--- src/rtl/psi_section_header_parser_defines.svh ---
// Assertion macros shared by the section header parser RTL.
// No dependencies; files that check themselves include this header.
`ifndef PSI_SECTION_HEADER_PARSER_DEFINES_SVH
`define PSI_SECTION_HEADER_PARSER_DEFINES_SVH

`ifndef ASSERT_OFF
`define PSP_ASSERT(lbl, prop, msg) \
  lbl: assert property (@(posedge clk) disable iff (!rst_n) (prop)) else $error(msg);
`define PSP_ASSERT_NEXT(lbl, ante, cons, msg) \
  lbl: assert property (@(posedge clk) disable iff (!rst_n) (ante) |=> (cons)) \
    else $error(msg);
`else
`define PSP_ASSERT(lbl, prop, msg)
`define PSP_ASSERT_NEXT(lbl, ante, cons, msg)
`endif

`endif

--- src/rtl/psp_pkg.sv ---
// Types and constants for the PSI section header parser.
// No dependencies; used by psp_out_fifo and psi_section_header_parser.
package psp_pkg;

  localparam int MAX_BUFFER_BYTES_DEF = 65536;
  localparam int OUT_DEPTH = 4;

  localparam logic [7:0]  STUFF_BYTE = 8'hFF;
  localparam logic [12:0] HDR_BYTES  = 13'd8;
  localparam logic [11:0] MIN_LENGTH = 12'd5;
  localparam logic [12:0] LENGTH_ADJ = 13'd3;

  typedef enum logic [2:0] {
    MODE_FIRST = 3'd0,
    MODE_HDR   = 3'd1,
    MODE_BODY  = 3'd2,
    MODE_NEXT  = 3'd3,
    MODE_STUFF = 3'd4,
    MODE_ERR   = 3'd5
  } psp_mode_t;

  typedef enum logic [1:0] {
    KIND_RECORD = 2'd0,
    KIND_OK     = 2'd1,
    KIND_SHORT  = 2'd2,
    KIND_LENGTH = 2'd3
  } psp_kind_t;

  typedef struct packed {
    psp_kind_t   kind;
    logic [7:0]  tid;
    logic        syntax_indicator;
    logic        private_indicator;
    logic [11:0] sect_len;
    logic [15:0] tid_ext;
    logic [4:0]  ver_num;
    logic        current_next;
    logic [7:0]  sect_num;
    logic [7:0]  last_sect_num;
    logic [15:0] start_offset;
    logic        last_result;
  } psp_result_t;

endpackage

--- src/rtl/psp_out_fifo.sv ---
// Four-entry result queue taking up to two beats per cycle, one out.
// Depends on psp_pkg and psi_section_header_parser_defines.svh.
`include "psi_section_header_parser_defines.svh"

module psp_out_fifo (
  input  logic                clk,
  input  logic                rst_n,
  input  logic [1:0]          push_cnt,
  input  psp_pkg::psp_result_t push_d0,
  input  psp_pkg::psp_result_t push_d1,
  output logic                has_space,
  output logic                out_valid,
  input  logic                out_ready,
  output psp_pkg::psp_result_t out_data
);
  import psp_pkg::*;

  localparam int PW = $clog2(OUT_DEPTH);
  localparam int CW = $clog2(OUT_DEPTH + 1);

  psp_result_t mem_r [OUT_DEPTH];
  logic [PW-1:0] wr_ptr_r, wr_ptr_nxt, rd_ptr_r, rd_ptr_nxt, wr_ptr_p1;
  logic [CW-1:0] count_r, count_nxt;
  logic          pop;

  assign out_valid = (count_r != '0);
  assign pop       = out_valid && out_ready;
  assign has_space = (count_r <= CW'(OUT_DEPTH - 2));
  assign out_data  = mem_r[rd_ptr_r];
  assign wr_ptr_p1 = wr_ptr_r + PW'(1);

  always_comb begin
    wr_ptr_nxt = wr_ptr_r + PW'(push_cnt);
    rd_ptr_nxt = pop ? rd_ptr_r + PW'(1) : rd_ptr_r;
    count_nxt  = count_r + CW'(push_cnt) - CW'(pop);
  end

  always_ff @(posedge clk) begin
    if (!rst_n) begin
      wr_ptr_r <= '0;
      rd_ptr_r <= '0;
      count_r  <= '0;
    end else begin
      wr_ptr_r <= wr_ptr_nxt;
      rd_ptr_r <= rd_ptr_nxt;
      count_r  <= count_nxt;
    end
  end

  always_ff @(posedge clk) begin
    if (push_cnt != 2'd0) begin
      mem_r[wr_ptr_r] <= push_d0;
    end
    if (push_cnt == 2'd2) begin
      mem_r[wr_ptr_p1] <= push_d1;
    end
  end

  `PSP_ASSERT(a_count_bound, count_r <= CW'(OUT_DEPTH), "result queue overfilled")
  `PSP_ASSERT(a_push_room, (push_cnt == 2'd0) || has_space, "push without room")
  `PSP_ASSERT_NEXT(a_stay_empty, (count_r == '0) && (push_cnt == 2'd0), !out_valid,
                   "empty queue produced a beat")

endmodule

--- src/rtl/psi_section_header_parser.sv ---
// MPEG-2 long-form private section header parser, one byte per beat.
// Depends on psp_pkg, psp_out_fifo and psi_section_header_parser_defines.svh.
//
// Bytes are taken one per cycle while ready; each byte is parsed in the cycle it is
// accepted and its results (a section record and/or the end-of-buffer status,
// at most two) land in a four-entry result queue, visible the next cycle.
// in_ready drops only while that queue holds more than two results, so with
// out_ready high the sustained rate is one byte per clock. After the status
// beat of a buffer the parser is back in its reset state for the next one.
`include "psi_section_header_parser_defines.svh"

module psi_section_header_parser #(
  parameter int MAX_BUFFER_BYTES = psp_pkg::MAX_BUFFER_BYTES_DEF
) (
  input  logic        clk,
  input  logic        rst_n,
  input  logic        in_valid,
  output logic        in_ready,
  input  logic [7:0]  in_data_byte,
  input  logic        in_last_byte,
  output logic        out_valid,
  input  logic        out_ready,
  output logic [1:0]  out_result_kind,
  output logic [7:0]  out_tid,
  output logic        out_syntax_indicator,
  output logic        out_private_indicator,
  output logic [11:0] out_sect_len,
  output logic [15:0] out_tid_ext,
  output logic [4:0]  out_ver_num,
  output logic        out_current_next,
  output logic [7:0]  out_sect_num,
  output logic [7:0]  out_last_sect_num,
  output logic [15:0] out_start_offset,
  output logic        out_last_result
);
  import psp_pkg::*;

  localparam int CEIL_INT = (MAX_BUFFER_BYTES - 1 > 65535) ? 65535 : MAX_BUFFER_BYTES - 1;
  localparam logic [15:0] OFFSET_CEIL = 16'(CEIL_INT);

  psp_mode_t   mode_r, mode_nxt;
  logic [12:0] bis_r, bis_nxt;
  logic [11:0] len_r, len_nxt;
  logic [63:0] hdr_r, hdr_nxt;
  logic [15:0] offset_r, offset_nxt;
  logic [15:0] start_r, start_nxt;
  logic [1:0]  err_r, err_nxt;

  logic        in_fire;
  logic        rec_push;
  logic [63:0] hdr_shift;
  logic [63:0] hdr_rec;
  logic [11:0] hdr_len;
  psp_kind_t   status_kind;
  psp_result_t rec, status, d0, d1, q;
  logic [1:0]  push_cnt;
  logic        has_space;

  assign in_ready  = has_space;
  assign in_fire   = in_valid && in_ready;
  assign hdr_shift = {hdr_r[55:0], in_data_byte};
  assign hdr_len   = {hdr_shift[51:48], hdr_shift[47:40]};

  always_comb begin
    mode_nxt    = mode_r;
    bis_nxt     = bis_r;
    len_nxt     = len_r;
    hdr_nxt     = hdr_r;
    offset_nxt  = offset_r;
    start_nxt   = start_r;
    err_nxt     = err_r;
    rec_push    = 1'b0;
    status_kind = KIND_OK;

    case (mode_r)
      MODE_FIRST, MODE_NEXT: begin
        if ((mode_r == MODE_NEXT) && (in_data_byte == STUFF_BYTE)) begin
          mode_nxt = MODE_STUFF;
        end else begin
          start_nxt = offset_r;
          hdr_nxt   = {56'd0, in_data_byte};
          bis_nxt   = 13'd1;
          mode_nxt  = MODE_HDR;
        end
      end
      MODE_HDR: begin
        hdr_nxt = hdr_shift;
        bis_nxt = bis_r + 13'd1;
        if (bis_nxt >= HDR_BYTES) begin
          len_nxt = hdr_len;
          if (hdr_len < MIN_LENGTH) begin
            err_nxt  = KIND_LENGTH;
            mode_nxt = MODE_ERR;
          end else if (hdr_len == MIN_LENGTH) begin
            rec_push = 1'b1;
            mode_nxt = MODE_NEXT;
          end else begin
            mode_nxt = MODE_BODY;
          end
        end
      end
      MODE_BODY: begin
        bis_nxt = bis_r + 13'd1;
        if (bis_nxt >= {1'b0, len_r} + LENGTH_ADJ) begin
          rec_push = 1'b1;
          mode_nxt = MODE_NEXT;
        end
      end
      default: begin
      end
    endcase

    if (offset_r < OFFSET_CEIL) begin
      offset_nxt = offset_r + 16'd1;
    end

    case (mode_nxt)
      MODE_ERR:  status_kind = psp_kind_t'(err_nxt);
      MODE_HDR:  status_kind = KIND_SHORT;
      MODE_BODY: status_kind = KIND_LENGTH;
      default:   status_kind = KIND_OK;
    endcase

    if (in_last_byte) begin
      mode_nxt   = MODE_FIRST;
      bis_nxt    = '0;
      len_nxt    = '0;
      hdr_nxt    = '0;
      offset_nxt = '0;
      start_nxt  = '0;
      err_nxt    = '0;
    end
  end

  // header with this byte in, taken before the end-of-buffer clear
  assign hdr_rec = (mode_r == MODE_HDR) ? hdr_shift : hdr_r;

  always_comb begin
    rec                   = '0;
    rec.kind              = KIND_RECORD;
    rec.tid               = hdr_rec[63:56];
    rec.syntax_indicator  = hdr_rec[55];
    rec.private_indicator = hdr_rec[54];
    rec.sect_len          = {hdr_rec[51:48], hdr_rec[47:40]};
    rec.tid_ext           = hdr_rec[39:24];
    rec.ver_num           = hdr_rec[21:17];
    rec.current_next      = hdr_rec[16];
    rec.sect_num          = hdr_rec[15:8];
    rec.last_sect_num     = hdr_rec[7:0];
    rec.start_offset      = start_r;
    rec.last_result       = 1'b0;
  end

  always_comb begin
    status             = '0;
    status.kind        = status_kind;
    status.last_result = 1'b1;
    d0       = rec;
    d1       = status;
    push_cnt = 2'd0;
    if (in_fire) begin
      if (rec_push && in_last_byte) begin
        push_cnt = 2'd2;
      end else if (rec_push) begin
        push_cnt = 2'd1;
      end else if (in_last_byte) begin
        push_cnt = 2'd1;
        d0       = status;
      end
    end
  end

  always_ff @(posedge clk) begin
    if (!rst_n) begin
      mode_r   <= MODE_FIRST;
      bis_r    <= '0;
      len_r    <= '0;
      hdr_r    <= '0;
      offset_r <= '0;
      start_r  <= '0;
      err_r    <= '0;
    end else if (in_fire) begin
      mode_r   <= mode_nxt;
      bis_r    <= bis_nxt;
      len_r    <= len_nxt;
      hdr_r    <= hdr_nxt;
      offset_r <= offset_nxt;
      start_r  <= start_nxt;
      err_r    <= err_nxt;
    end
  end

  psp_out_fifo u_out_fifo (
    .clk       (clk),
    .rst_n     (rst_n),
    .push_cnt  (push_cnt),
    .push_d0   (d0),
    .push_d1   (d1),
    .has_space (has_space),
    .out_valid (out_valid),
    .out_ready (out_ready),
    .out_data  (q)
  );

  assign out_result_kind       = q.kind;
  assign out_tid               = q.tid;
  assign out_syntax_indicator  = q.syntax_indicator;
  assign out_private_indicator = q.private_indicator;
  assign out_sect_len          = q.sect_len;
  assign out_tid_ext           = q.tid_ext;
  assign out_ver_num           = q.ver_num;
  assign out_current_next      = q.current_next;
  assign out_sect_num          = q.sect_num;
  assign out_last_result       = q.last_result;
  assign out_last_sect_num     = q.last_sect_num;
  assign out_start_offset      = q.start_offset;

  `PSP_ASSERT(a_status_clean, !(out_valid && out_last_result) ||
              ((out_result_kind != KIND_RECORD) && (out_start_offset == 16'd0) &&
               (out_sect_len == 12'd0)), "status beat carries header data")
  `PSP_ASSERT_NEXT(a_buffer_reset, in_fire && in_last_byte,
                   (mode_r == MODE_FIRST) && (offset_r == 16'd0),
                   "parser not reset after buffer end")
  `PSP_ASSERT_NEXT(a_stuff_holds, in_fire && (mode_r == MODE_STUFF) && !in_last_byte,
                   mode_r == MODE_STUFF, "left stuffing before buffer end")

endmodule
--- config.mk ---
export PLATFORM = sky130hd
export DESIGN_NAME = psi_section_header_parser
export DESIGN_NICKNAME = d
export VERILOG_FILES = /design/src/rtl/psp_pkg.sv /design/src/rtl/psp_out_fifo.sv /design/src/rtl/psi_section_header_parser.sv
export VERILOG_INCLUDE_DIRS = /design/src /design/src/rtl
export SDC_FILE = /design/constraint.sdc
export NUM_CORES = 1
export LEC_CHECK = 0
export ABC_CLOCK_PERIOD_IN_PS = 13500
export BUFFER_PORTS_ARGS = -buffer_cell sky130_fd_sc_hd__clkbuf_2
export CAP_MARGIN = 30
export CORE_MARGIN = 1.5
export CORE_UTILIZATION = 31
export CTS_CLUSTER_SIZE = 30
export DETAILED_ROUTE_END_ITERATION = 8
export PLACE_DENSITY = 0.46
export SLEW_MARGIN = 30
export SYNTH_ARGS = -nofsm -noshare
export SYNTH_HDL_FRONTEND = slang
export SYNTH_HIERARCHICAL = 1
export SYNTH_SLANG_ARGS = --single-unit
--- constraint.sdc ---
create_clock -name clk -period 13.5 [get_ports clk]
set_input_delay 1.35 -clock clk [delete_from_list [all_inputs] [get_ports clk]]
set_output_delay 1.35 -clock clk [all_outputs]
set_load 0.03 [all_outputs]
==> impl_metrics.toml <==
[timing]
slew_viol_final = 0
skew_ns = 0.0188
fmax_mhz = 158
fin_crit_sh_pct = 46.9
finalSetupTns_ns = 0
maxSlewHeadroom_pct = 37.5
period_needed_ns = 6.33
holdWs_ns = 0.449
grt_setup_unrepaired = "no"
worst_slew_pin_slew_ns = 0.938
final-hold-violation-count = 0
setup_violations = 0

[detailed_routing]
wl_per_cell_um = 20.1
postRouteAntennaNets = 0
firstDrtPassIters = 6
finalWirelength_um = 62200
drt-initial-drc-count = 1041
routed-via-count = 14863
drc = 0
vias_per_cell = 4.80

[setup_path]
cp_max_fo = 44
cp-end-kind = "flip-flop"
cp_top_family = "simple AND/OR/NAND/NOR gates"
cp.required_ns = 13.71
path_buf_inv = 2
cpPeakStageDelay_ns = 0.63
worst_setup_path_start_kind = "flip-flop"
path_class = "reg -> reg"
crit_chain = "and3_1 > nand3_1 > nor3b_1 > nand3_1 > xor2_1 > ha_1 > and4_1 > a31o_2 > a211oi_1 > o21ai_0 > a31oi_1 > ha_1 > nor2_1 > mux2i_1 > nor2_4 > buf_4 > buf_4"
slowest_stage = "buf_4"
arrival_ns = 6.54

[die]
start_util_pct = 31.4
die_w_um = 272
coreArea_sq_um = 71600
io_pins = 94
die-area_sq_um = 74100
die_h_um = 272
num_rows = 98

[synth]
synth_cell_types = 70
ys_seq_area_share_pct = 54.3
synthTopCellsByArea = "edfxtp_1, mux2_2, dfxtp_1"
synth_edf_count = 316
ys_ff_latch = 451
syn_area_sq_um = 22500
yosys_warnings = 6
ys.flop_type = "edfxtp_1"
synth_top_area_share_pct = 42.2
avgSynthCellArea_sq_um = 12.9
synth_area_leader_cell = "edfxtp_1"
synthArstFlopShare_pct = 0
syn_inst = 1748

[power]
ir_drop_mv = 0.0799
pwr-share-clk_pct = 37.2
p_leak_nw = 10.0
comb_power_share_pct = 20.4
intPower_w = 0.00257
power_w = 0.00369
power.switching_w = 0.00112
seq_power_share_pct = 42.4
netSwitchingFraction_pct = 30.3
p_per_area_nw_per_um2 = 139

[cts]
cts_tree = "done"
ctsHoldBuffers = 0
cts_resized = 0
clock_latency_ns = 0.59
post_cts_buffers = 0
numCtsBuffers = 52
cts_sinks = 451
clockBufferDepth = 3
clk_pin_slew_ns = 0.06
root_buffer = "clkbuf_16"
cts_htree_levels = 2

[final_layout]
diodes = 0
finalNetCount = 2140
drive_gt1_share_pct = 28.1
area_growth_pct = 18.6
final_cells = 3094

[placement]
hpwl_um = 37200
globalplace.congestion = 0.747
port_buffers = 93
placed_cells = 2999

[run_status]
status = "finished, final reports clean"

[global_route]
grt_max_degree = 71
grt_pass1_vias = 15109
gr-usage-all-layers_pct = 16.8
antenna_found_initial = 0
grt_overflow = 0
grt_pass1_wl_um = 95100

[worst_hold_path]
holdCritPathClass = "reg -> reg"

[run]
max-cap-violations = 0
## power groups by stage
stage | clock network (W) | logic (W) | registers (W)
2_1_floorplan | 0 | 0.000548 | 0.00158
3_3_place_gp | 0 | 0.000750 | 0.00161
3_5_place_dp | 0 | 0.000771 | 0.00160
4_1_cts | 0.00142 | 0.000774 | 0.00157
5_1_grt | 0.00146 | 0.000808 | 0.00157
6_report | 0.00137 | 0.000754 | 0.00157
## synth_stat cells, types with 4 or more instances
cell and number:
a211oi_1 4, a21oi_1 149, a22oi_1 16, a32o_1 14, and2_1 4, and3_1 10
buf_2 55, buf_4 4, clkbuf_1 59, dfxtp_1 135, edfxtp_1 316, ha_1 23
inv_1 18, mux2_1 11, mux2_2 305, mux2i_1 6, mux4_2 79, nand2_1 213
nand2b_1 4, nand3_1 80, nand3b_1 5, nand4_1 13, nor2_1 69, nor2b_1 22
nor3_1 10, nor3b_1 8, o21a_1 4, o21ai_0 14, or3_1 6, xnor2_1 15
xor2_1 22
## area by class of cell
type	count	area, sq um
timing repair buffer	118	669
clock buffer	72	1420
tap	950	1190
multi-input combinational	1461	10900
sequential	451	12200
fill	7139	45000
inverter	19	71.3
clock inverter	23	201
## flip-flops by register name, indices dropped and copies added, names as in the netlist, 3 cells and up, named ones only
register and cells:
offset_r 16, len_r 12, mode_r 3, u_out_fifo/mem_r 316
u_out_fifo/count_r 3, bis_r 13, hdr_r 64, start_r 16
## cell usage in the layout, fill, tap and decap left out, types with 5 or more instances in the layout
cell       instances
a21oi_1          149
a22oi_1           16
a32o_1            14
and3_1            10
buf_4             23
clkbuf_1          17
clkbuf_16         53
clkbuf_2          93
clkinv_1          11
clkinv_2           8
conb_1           308
dfxtp_1          133
edfxtp_1         316
ha_1              23
inv_1             18
mux2_1            11
mux2_2           305
mux2i_1            6
mux4_2            79
nand2_1          213
nand3_1           80
nand3b_1           5
nand4_1           13
nor2_1            64
nor2_4             5
nor2b_1           22
nor3_1            10
nor3b_1            8
o21ai_0           13
or3_1              5
xnor2_1           15
xor2_1            22
## logic make-up (layout without fill, tap and decap cells)
| family | Yosys count | after routing | synth area share [%] |
|---|---|---|---|
| simple gates | 464 | 464 | 9.82 |
| flops | 451 | 451 | 54.3 |
| mux | 401 | 401 | 24.0 |
| compound gates | 225 | 225 | 6.02 |
| buf+inv | 142 | 232 | 2.81 |
| xor+xnor | 39 | 39 | 1.64 |
| fa+ha+maj | 24 | 24 | 1.37 |
| other cells | 2 | 308 | 0.0334 |
## worst paths after layout
| kind | slack (ns) | cells after the start | from | to |
|---|---|---|---|---|
| worst min-delay path | 0.45 | 2 | hdr_r[62] | hdr_r[62] |
| worst min register to register | 0.45 | 2 | hdr_r[62] | hdr_r[62] |
| worst max-delay path | 7.17 | 17 | len_r[2] | u_out_fifo/mem_r[3][63] |
| worst max register to register | 7.17 | 17 | len_r[2] | u_out_fifo/mem_r[3][63] |
## worst min-delay path, cell delays in order, from the launching register on
cell,delay [ns]
dfxtp_1,0.31
nand2_1,0.05
a21oi_1,0.05
## per-stage QoR
stage	cell area [sq um]	util (%)	setup WS (ns)
after floorplan	23600	-	3.94
after global placement	25000	34.9	7.28
after detailed placement	25000	34.9	7.20
after CTS	26600	37.2	7.16
after global routing	26600	37.2	6.65
final	26600	37.2	7.17
## metal layers
metal  share of wire, %  vias up  global-route usage, %
met5                  0        -                      0
met4                1.7        0                   3.95
met3                4.2       66                   2.75
met2                 49      288                   28.4
met1                 46     7527                   22.6
li1                   -     6982                      -
(Power assumes the default switching activity.)
